[src/blpt_pkg.sv]
`default_nettype none
// ----------------------------------------------------------------------------
// blpt_pkg
// shared types, constants and tables for the bar and peak level tracker
// ----------------------------------------------------------------------------
package blpt_pkg;

    localparam int BANDS   = 64;
    localparam int BAND_W  = $clog2(BANDS);
    localparam int MAG_W   = 24;
    localparam int LVL_W   = 16;
    localparam int SPD_W   = 24;
    localparam int ADDR_W  = 4;
    localparam int DATA_W  = 32;

    localparam logic [SPD_W-1:0] SPEED_RESTART = 24'd655;
    localparam logic [14:0]      LOG10_2_Q16   = 15'd19729;

    typedef enum logic [1:0] {
        REG_LEVEL_CAP     = 2'd0,
        REG_LOG_GAIN      = 2'd1,
        REG_BAR_FALL_STEP = 2'd2,
        REG_PEAK_ACCEL    = 2'd3
    } reg_index_t;

    typedef struct packed {
        logic [LVL_W-1:0] bar;
        logic [LVL_W-1:0] peak;
        logic [SPD_W-1:0] speed;
    } band_state_t;

    typedef struct packed {
        logic              valid;
        logic [BAND_W-1:0] band;
        logic [LVL_W-1:0]  height;
    } target_t;

    localparam logic [11:0] LOG2_FRAC [64] = '{
        12'd0,    12'd92,   12'd182,  12'd271,  12'd358,  12'd445,  12'd530,  12'd613,
        12'd696,  12'd778,  12'd858,  12'd937,  12'd1016, 12'd1093, 12'd1169, 12'd1244,
        12'd1319, 12'd1392, 12'd1465, 12'd1536, 12'd1607, 12'd1677, 12'd1746, 12'd1814,
        12'd1882, 12'd1949, 12'd2015, 12'd2080, 12'd2145, 12'd2208, 12'd2272, 12'd2334,
        12'd2396, 12'd2457, 12'd2518, 12'd2578, 12'd2637, 12'd2696, 12'd2754, 12'd2812,
        12'd2869, 12'd2926, 12'd2982, 12'd3037, 12'd3092, 12'd3146, 12'd3200, 12'd3254,
        12'd3307, 12'd3359, 12'd3412, 12'd3463, 12'd3514, 12'd3565, 12'd3615, 12'd3665,
        12'd3715, 12'd3764, 12'd3812, 12'd3861, 12'd3908, 12'd3956, 12'd4003, 12'd4050
    };

endpackage
`default_nettype wire

[src/blpt_target.sv]
`default_nettype none
// ----------------------------------------------------------------------------
// blpt_target
// three-stage pipeline turning a magnitude into a clamped target height
// ----------------------------------------------------------------------------
module blpt_target (
    input  wire logic                       clk,
    input  wire logic                       rst_n,
    input  wire logic                       advance,
    input  wire logic                       load,
    input  wire logic [blpt_pkg::BAND_W-1:0] band_index,
    input  wire logic [blpt_pkg::MAG_W-1:0]  magnitude,
    input  wire logic [blpt_pkg::LVL_W-1:0]  log_gain,
    input  wire logic [blpt_pkg::LVL_W-1:0]  level_cap,
    output blpt_pkg::target_t               target
);
    import blpt_pkg::*;

    logic              s1_valid_reg;
    logic [BAND_W-1:0] s1_band_reg;
    logic [MAG_W-1:0]  s1_mag_reg;

    logic              s2_valid_reg;
    logic [BAND_W-1:0] s2_band_reg;
    logic [15:0]       s2_lg_reg;

    logic              s3_valid_reg;
    logic [BAND_W-1:0] s3_band_reg;
    logic [31:0]       s3_prod_reg;

    logic [4:0]        lead;
    logic [MAG_W-1:0]  shifted;
    logic [5:0]        frac_idx;
    logic [15:0]       lg_next;
    logic [46:0]       prod2;
    logic [17:0]       raw_height;

    // leading one, fraction index and log2(magnitude/256) in Q.12, zero below 256
    always_comb
    begin
        lead = '0;
        for (int i = 0; i < MAG_W; i++)
        begin
            if (s1_mag_reg[i])
            begin
                lead = 5'(i);
            end
        end
        shifted  = s1_mag_reg >> (lead - 5'd6);
        frac_idx = shifted[5:0];
        if (lead >= 5'd8)
        begin
            lg_next = {4'(lead - 5'd8), 12'd0} + {4'd0, LOG2_FRAC[frac_idx]};
        end
        else
        begin
            lg_next = '0;
        end
    end

    always_comb
    begin
        prod2      = s3_prod_reg * LOG10_2_Q16;
        raw_height = prod2[46:29];
        target.valid = s3_valid_reg;
        target.band  = s3_band_reg;
        if (raw_height > {2'd0, level_cap})
        begin
            target.height = level_cap;
        end
        else
        begin
            target.height = raw_height[LVL_W-1:0];
        end
    end

    always_ff @(posedge clk or negedge rst_n)
    begin
        if (!rst_n)
        begin
            s1_valid_reg <= 1'b0;
            s2_valid_reg <= 1'b0;
            s3_valid_reg <= 1'b0;
        end
        else if (advance)
        begin
            s1_valid_reg <= load;
            s2_valid_reg <= s1_valid_reg;
            s3_valid_reg <= s2_valid_reg;
        end
    end

    always_ff @(posedge clk)
    begin
        if (advance)
        begin
            s1_band_reg <= band_index;
            s1_mag_reg  <= magnitude;
            s2_band_reg <= s1_band_reg;
            s2_lg_reg   <= lg_next;
            s3_band_reg <= s2_band_reg;
            s3_prod_reg <= s2_lg_reg * log_gain;
        end
    end

endmodule
`default_nettype wire
[config.mk]
export PLATFORM = sky130hd
export DESIGN_NAME = blpt_target
export DESIGN_NICKNAME = d
export VERILOG_FILES = /design/src/blpt_pkg.sv /design/src/blpt_target.sv
export SDC_FILE = /design/constraint.sdc
export NUM_CORES = 1
export LEC_CHECK = 0
export BUFFER_PORTS_ARGS = -buffer_cell sky130_fd_sc_hd__buf_2
export CORE_MARGIN = 4
export CORE_UTILIZATION = 68
export DETAILED_ROUTE_END_ITERATION = 12
export PLACE_DENSITY = 0.95
export SLEW_MARGIN = 10
export SYNTH_ARGS = -nofsm -noshare
export SYNTH_HDL_FRONTEND = slang
export SYNTH_SLANG_ARGS = --single-unit
[constraint.sdc]
create_clock -name clk -period 24.9 [get_ports clk]
set_input_delay 6.225 -clock clk [delete_from_list [all_inputs] [get_ports clk]]
set_output_delay 6.225 -clock clk [all_outputs]
set_load 0.005 [all_outputs]
==> metrics.md, run 1 <==
| Metric | Value |
|---|---|
| Number of global-route vias before repair | ~17000 |
| Cells after Synth | 2051 |
| Final Cycle Share | 61.7% |
| CP max stage delay | roughly 0.47 ns |
| CTS tree | built |
| Post_cts resized | 0 |
| Top-count cell post-synth | ha_1 |
| Post-synth EDFFs | 90 |
| Routability cong. | 0.930 |
| Top cells by area, synth | fa_1, ha_1, edfxtp_1 |
| Hold Buf Count CTS | 0 |
| Core ar. | 28900 µm² |
| Clock Skew | between 0.01 and 0.015 ns |
| Max Slew Vio Count | 0 |
| Num CTS Buffers | 9 |
| Die H | around 180 µm |
| Slowest cell on crit path | nand2_1 |
| Ys flop type | edfxtp_1 |
| Placed Cells | 2463 |
| CTS H-Tree Depth | 3 |
| CP startpoint kind | input port |
| Worst-Skew Late Latency | 0.37 ns |
| Top Metal Used | met5 |
| DPL Wire Length | slightly above 40 mm |
| DRT met1 WL | ~18 mm |
| Critical path capture point type | primary output |
| Actual slew at the worst max-slew pin | 1.06 ns |
| WP buf/inv | 3 |
| Routed Antenna Nets | 0 |
| Status | finished clean |
| Met2 Wirelength | between 20 and 30 mm |
| Worst hold stages | 0 |
| Cells along the critical path | buf_2 -> inv_1 -> ha_1 -> a21o_1 -> a21o_1 -> a211oi_1 -> o21ai_0 -> a21oi_1 -> nand2_1 -> a21oi_1 -> nand2_1 -> mux2_2 -> buf_2 |
| Clock buffer depth | 2 |
| Fill cell count | roughly 1800 |
| Tmin final | about 15 ns |
| Initial DRC Count | around 1300 |
| DR vias | roughly 16000 |
| Syn Nets | approximately 2800 |
| Hold endpoint | s2_band_reg[3]$_DFFE_PP_ |
| Max Clk Rate | between 0.06 and 0.07 GHz |
| Post-synthesis register bit count | between 90 and 100 |
| Grt total ovfl | 0 |
| Min-Delay Path Class | reg2reg |
| Initial Util | 69.3% |
| Die X-Extent | between 150 and 200 µm |
| Hold path start | s1_band_reg[3]$_DFFE_PP_ |
| Worst path required time | 18.67 ns |
| Post-Route WL | about 50 mm |
| CP Data Arrival Time | between 9 and 10 ns |
| Mapped Avg Cell Area | ~9.8 µm² |
| R2r startpoint | s2_lg_reg[10]$_SDFFCE_PN0P_ |
| Post-Route Setup TNS | 0 ns |
| Num ports | ~90 |
| Die ar. | 32300 µm² |
| CTS Root Cell | clkbuf_16 |
| Row count | just over 60 |
| Final hold violation count | 0 |
| Setup Fix Bufs, Post-CTS | 0 |
| Top-area cell type share of the netlist area | between 30% and 40% |
| WL per Instance | a little over 20 µm |
| Reg2Reg Depth | 23 |
| Storage cell area | 2780 µm² |
| TritonCTS sink count | between 90 and 100 |
| Largest area contributor in the netlist | fa_1 |
| Critical-path maximum fanout | 15 |
| TritonRoute pass-1 iters | 6 |
| Max Cap Viol | 0 |
| Synth-to-Final Area Change | 5.02% |
| Fin cells | approximately 2500 |
| Routed wl met3 | around 4.0 mm |
| GRT Total Usage | 32.2% |
| Global-route wire length before repair | ~85 mm |
| Final setup violating endpoints | 0 |
| Relative slew slack | between 20% and 30% |
| Nets | 2809 |
| Multi-input gate area | ~16000 µm² |
| Yosys cell types | 74 |
| Synth warn | 0 |
| Port bufs | 88 |
| RR Endpoint | s3_prod_reg[30]$_DFFE_PP_ |
| Crit Path Class | in2out |
| Synthesized area | 20100 µm² |
| Delay-heaviest family, CP | compound AO/OA/AOI/OAI gates |
| Design area | around 21000 µm² |
| Share of cells above drive strength 1 | about 7.6% |
| Unrepaired setup endpoints after global routing | false |
| R2R setup slack | ~17 ns |
| Reg clk slew, reported paths | 0.08 ns |
| Initial antenna violation count | 5 |
| Post-synth top cells | ha_1, inv_1, fa_1, nand2_1, and2_1 |
| Synth async-reset ratio | 3.23% |
| Routed vias/inst | 6.38 |
| Area after DPL | just over 20000 µm² |
| Sequential area share after synthesis | ~14% |
| # DRC | 0 |
| Largest net degree at the start of global routing | a little under 50 |
| Max reg flops | 32 |
-- final cells by class --
cell class	instances	area share, %
diodes	2	0.0238
multi-input cells	1551	74.5
well taps	384	2.28
repair buffers	97	2.42
clock buffers	9	1.07
inverters	338	6.05
flip-flops and latches	93	13.2
clock inverters	7	0.434
-- metrics by stage --
| step | utilization [%] | setup slack [ns] | hold slack, ns |
|---|---|---|---|
| after floorplan | - | 10.44 | 0.400 |
| after global placement | 71.7 | 9.84 | 0.400 |
| after detailed placement | 71.7 | 9.63 | 0.405 |
| after CTS | 72.8 | 9.63 | 0.421 |
| after global routing | 72.8 | 9.36 | 0.437 |
| final | 72.8 | 9.53 | 0.421 |
-- cell usage in the layout, fill, tap and decap left out, types with 10 or more instances in the layout --
cell | synthesis | final
ha_1 | 352 | 352
inv_1 | 334 | 334
fa_1 | 301 | 301
nand2_1 | 221 | 221
and2_1 | 103 | 103
edfxtp_1 | 90 | 90
buf_2 | 18 | 87
a21oi_1 | 86 | 86
nor2_1 | 80 | 80
o21ai_0 | 51 | 51
nand3_1 | 30 | 30
xnor2_1 | 30 | 30
a21o_1 | 27 | 27
nor3_1 | 25 | 25
mux2_2 | 21 | 21
nand2b_1 | 15 | 15
a211oi_1 | 14 | 14
o211ai_1 | 13 | 13
xor2_1 | 12 | 12
mux2i_1 | 11 | 11
o21a_1 | 11 | 11
nor2b_1 | 10 | 10
buf_4 | 2 | 10
-- cell families (layout without fill, tap and decap cells) --
family / count (synthesis) / count (layout) / share of synthesized area (%)
flip-flops: 93 / 93 / 13.9
XOR/XNOR: 42 / 42 / 1.83
adder cells (fa/ha/maj): 653 / 653 / 52.0
other: 0 / 2 / 0
buffers and inverters: 407 / 451 / 7.91
multiplexers: 34 / 34 / 1.95
AO/OA/AOI/OAI: 302 / 302 / 10.2
AND/OR/NAND/NOR: 520 / 520 / 12.2
-- layer usage --
| metal | vias to the layer above | GRT usage, % |
|---|---|---|
| li1 | 6919 | - |
| met1 | 7677 | 36.9 |
| met2 | 935 | 58.0 |
| met3 | 299 | 5.90 |
| met4 | 6 | 16.0 |
| met5 | - | 0 |
-- worst max-delay path by stage --
stage                      start          to  slack (ns)  cells after the start
finish              level_cap[3]   target[5]        9.53                     13
global route        level_cap[3]   target[5]        9.36                     13
CTS                 level_cap[3]   target[5]        9.63                     13
detailed placement  level_cap[3]   target[5]        9.63                     13
global placement    level_cap[3]   target[5]        9.84                     13
floorplan           level_cap[3]  target[10]       10.44                     12
Power of run 1 is not shown: default switching activity piles up to over one toggle a cycle in this logic, so the estimate is an artifact.
==> inputs of run 2 (changes only) <==
CORE_UTILIZATION = 59   (was 68)
PLACE_DENSITY = 0.89   (was 0.95)
clock period = 12.92 ns   (was 24.9 ns; I/O delays follow)
==> metrics.md, run 2 (synthesis gave the netlist of run 1 again) <==
| Metric | Value |
|---|---|
| DPL Wire Length | approximately 38 mm |
| Number of global-route vias before repair | 16300 |
| Core ar. | between 30000 and 40000 µm² |
| Setup WS pre-CTS | between 1.5 and 2 ns |
| Global-route wire length before repair | around 78 mm |
| Num ports | about 90 |
| Row count | 67 |
| Final Cycle Share | about 90% |
| Largest net degree at the start of global routing | just under 50 |
| Critical path capture point type | primary output |
| Worst path required time | ~9.7 ns |
| Routed Antenna Nets | 0 |
| Setup Fix Bufs, Post-CTS | 0 |
| Die X-Extent | around 190 µm |
| Max Cap Viol | 0 |
| Final WS setup | 1.21 ns |
| Routed vias/inst | just under 6 |
| Die H | just under 200 µm |
| Met2 Wirelength | approximately 24 mm |
| Initial antenna violation count | 3 |
| CTS Root Cell | clkbuf_16 |
| Clock Skew | about 0.013 ns |
| Status | finished clean |
| Routability cong. | a little under 0.9 |
| Min-Delay Path Class | reg2reg |
| Max Clk Rate | approximately 0.085 GHz |
| Hold Worst Slack | approximately 0.42 ns |
| Clock buffer depth | 2 |
| CP Data Arrival Time | 8.48 ns |
| CTS tree | built |
| TritonRoute pass-1 iters | 6 |
| Initial DRC Count | about 1200 |
| GRT Total Usage | roughly 26% |
| Most frequent cells in the layout | ha_1, inv_1, fa_1, nand2_1, and2_1 |
| Synth-to-Final Area Change | 5.34% |
| Max Slew Vio Count | 0 |
| Final hold violation count | 0 |
| Initial Util | between 50% and 60% |
| DRT met1 WL | about 18 mm |
| TritonCTS sink count | 93 |
| Commonest non-fill, non-tap cell in the layout | ha_1 |
| Max reg flops | 32 |
| Tmin final | between 10 and 15 ns |
| Num CTS Buffers | 9 |
| CP startpoint kind | register |
| Final setup violating endpoints | 0 |
| Slowest cell on crit path | o311ai_0 |
| Unrepaired setup endpoints after global routing | false |
| Worst-Skew Late Latency | approximately 0.37 ns |
| Area after DPL | 20800 µm² |
| Post-Route Setup TNS | 0 ns |
| Grt total ovfl | 0 |
| Reg clk slew, reported paths | approximately 0.080 ns |
| Fill cell count | ~2600 |
| Nets | 2809 |
| CP max stage delay | about 0.85 ns |
| CTS H-Tree Depth | 3 |
| Port bufs | 88 |
| Actual slew at the worst max-slew pin | about 1.0 ns |
| Die ar. | between 30000 and 40000 µm² |
| Critical-path maximum fanout | 15 |
| # DRC | 0 |
| Cell mode on critical path | ha_1 |
| Routed wl met3 | roughly 3.1 mm |
| Crit Path Class | reg2out |
| Top Metal Used | met5 |
| Hold Buf Count CTS | 0 |
| Post-Route WL | between 40 and 50 mm |
| Post_cts resized | 0 |
| Design area | roughly 21000 µm² |
| Relative slew slack | 30.3% |
| DR vias | roughly 15000 |
| WL per Instance | about 18 µm |
| Share of cells above drive strength 1 | 7.59% |
[run 2: changes by cell type in the layout (fill, tap and decap cells not counted), sizes merged]
cell,delta
clkinvlp,+1
clkinv,-3
inv,+2
diode,-1
[run 2: worst paths after layout]
check / slack (ns) / cells past startpoint / to / from
worst min register to register: 0.42 / 0 / s2_band_reg[1]$_DFFE_PP_ / s1_band_reg[1]$_DFFE_PP_
min in group asynchronous: 2.64 / 1 / s3_valid_reg$_DFFE_PN0P_ / rst_n
worst max-delay path: 1.21 / 30 / target[2] / s3_prod_reg[4]$_DFFE_PP_
worst max register to register: 5.13 / 23 / s3_prod_reg[30]$_DFFE_PP_ / s2_lg_reg[10]$_SDFFCE_PN0P_
max in group asynchronous: 10.16 / 1 / s1_valid_reg$_DFFE_PN0P_ / rst_n
worst min-delay path: 0.42 / 0 / s2_band_reg[1]$_DFFE_PP_ / s1_band_reg[1]$_DFFE_PP_
[run 2: critical path: cells and delay by family, from the launching register on]
kind	cells	cell delay, ns
DFF	1	0.50
adders and majority gates	8	3.02
xor gates and xnor gates	1	0.17
and+or+nand+nor	6	1.08
muxes	1	0.43
AOI/OAI and AO/OA	11	2.65
buffers and inverters	3	0.24
[run 2: through the flow]
stage               instances  util (%)
floorplan                2051         -
global route             2543      63.0
CTS                      2543      63.0
finish                   2544      63.0
global placement         2527      62.1
detailed placement       2527      62.1
[run 2: final cells by class]
type	instances	area (µm²)	area share, %
inverter	338	1270	6.03
multi-input combinational	1551	15700	74.3
clock buffer	9	225	1.07
timing repair buffer	97	510	2.42
tap	448	561	2.65
antenna	1	2.50	0.0118
clock inverter	7	77.6	0.367
sequential	93	2780	13.1
[run 2: layer usage]
layer / track usage (%) / up-vias
met5: 0 / -
met2: 46.3 / 624
met3: 4.63 / 138
li1: - / 6918
met4: 7.98 / 6
met1: 31.7 / 7490
Power of run 2 is left out for the same reason.
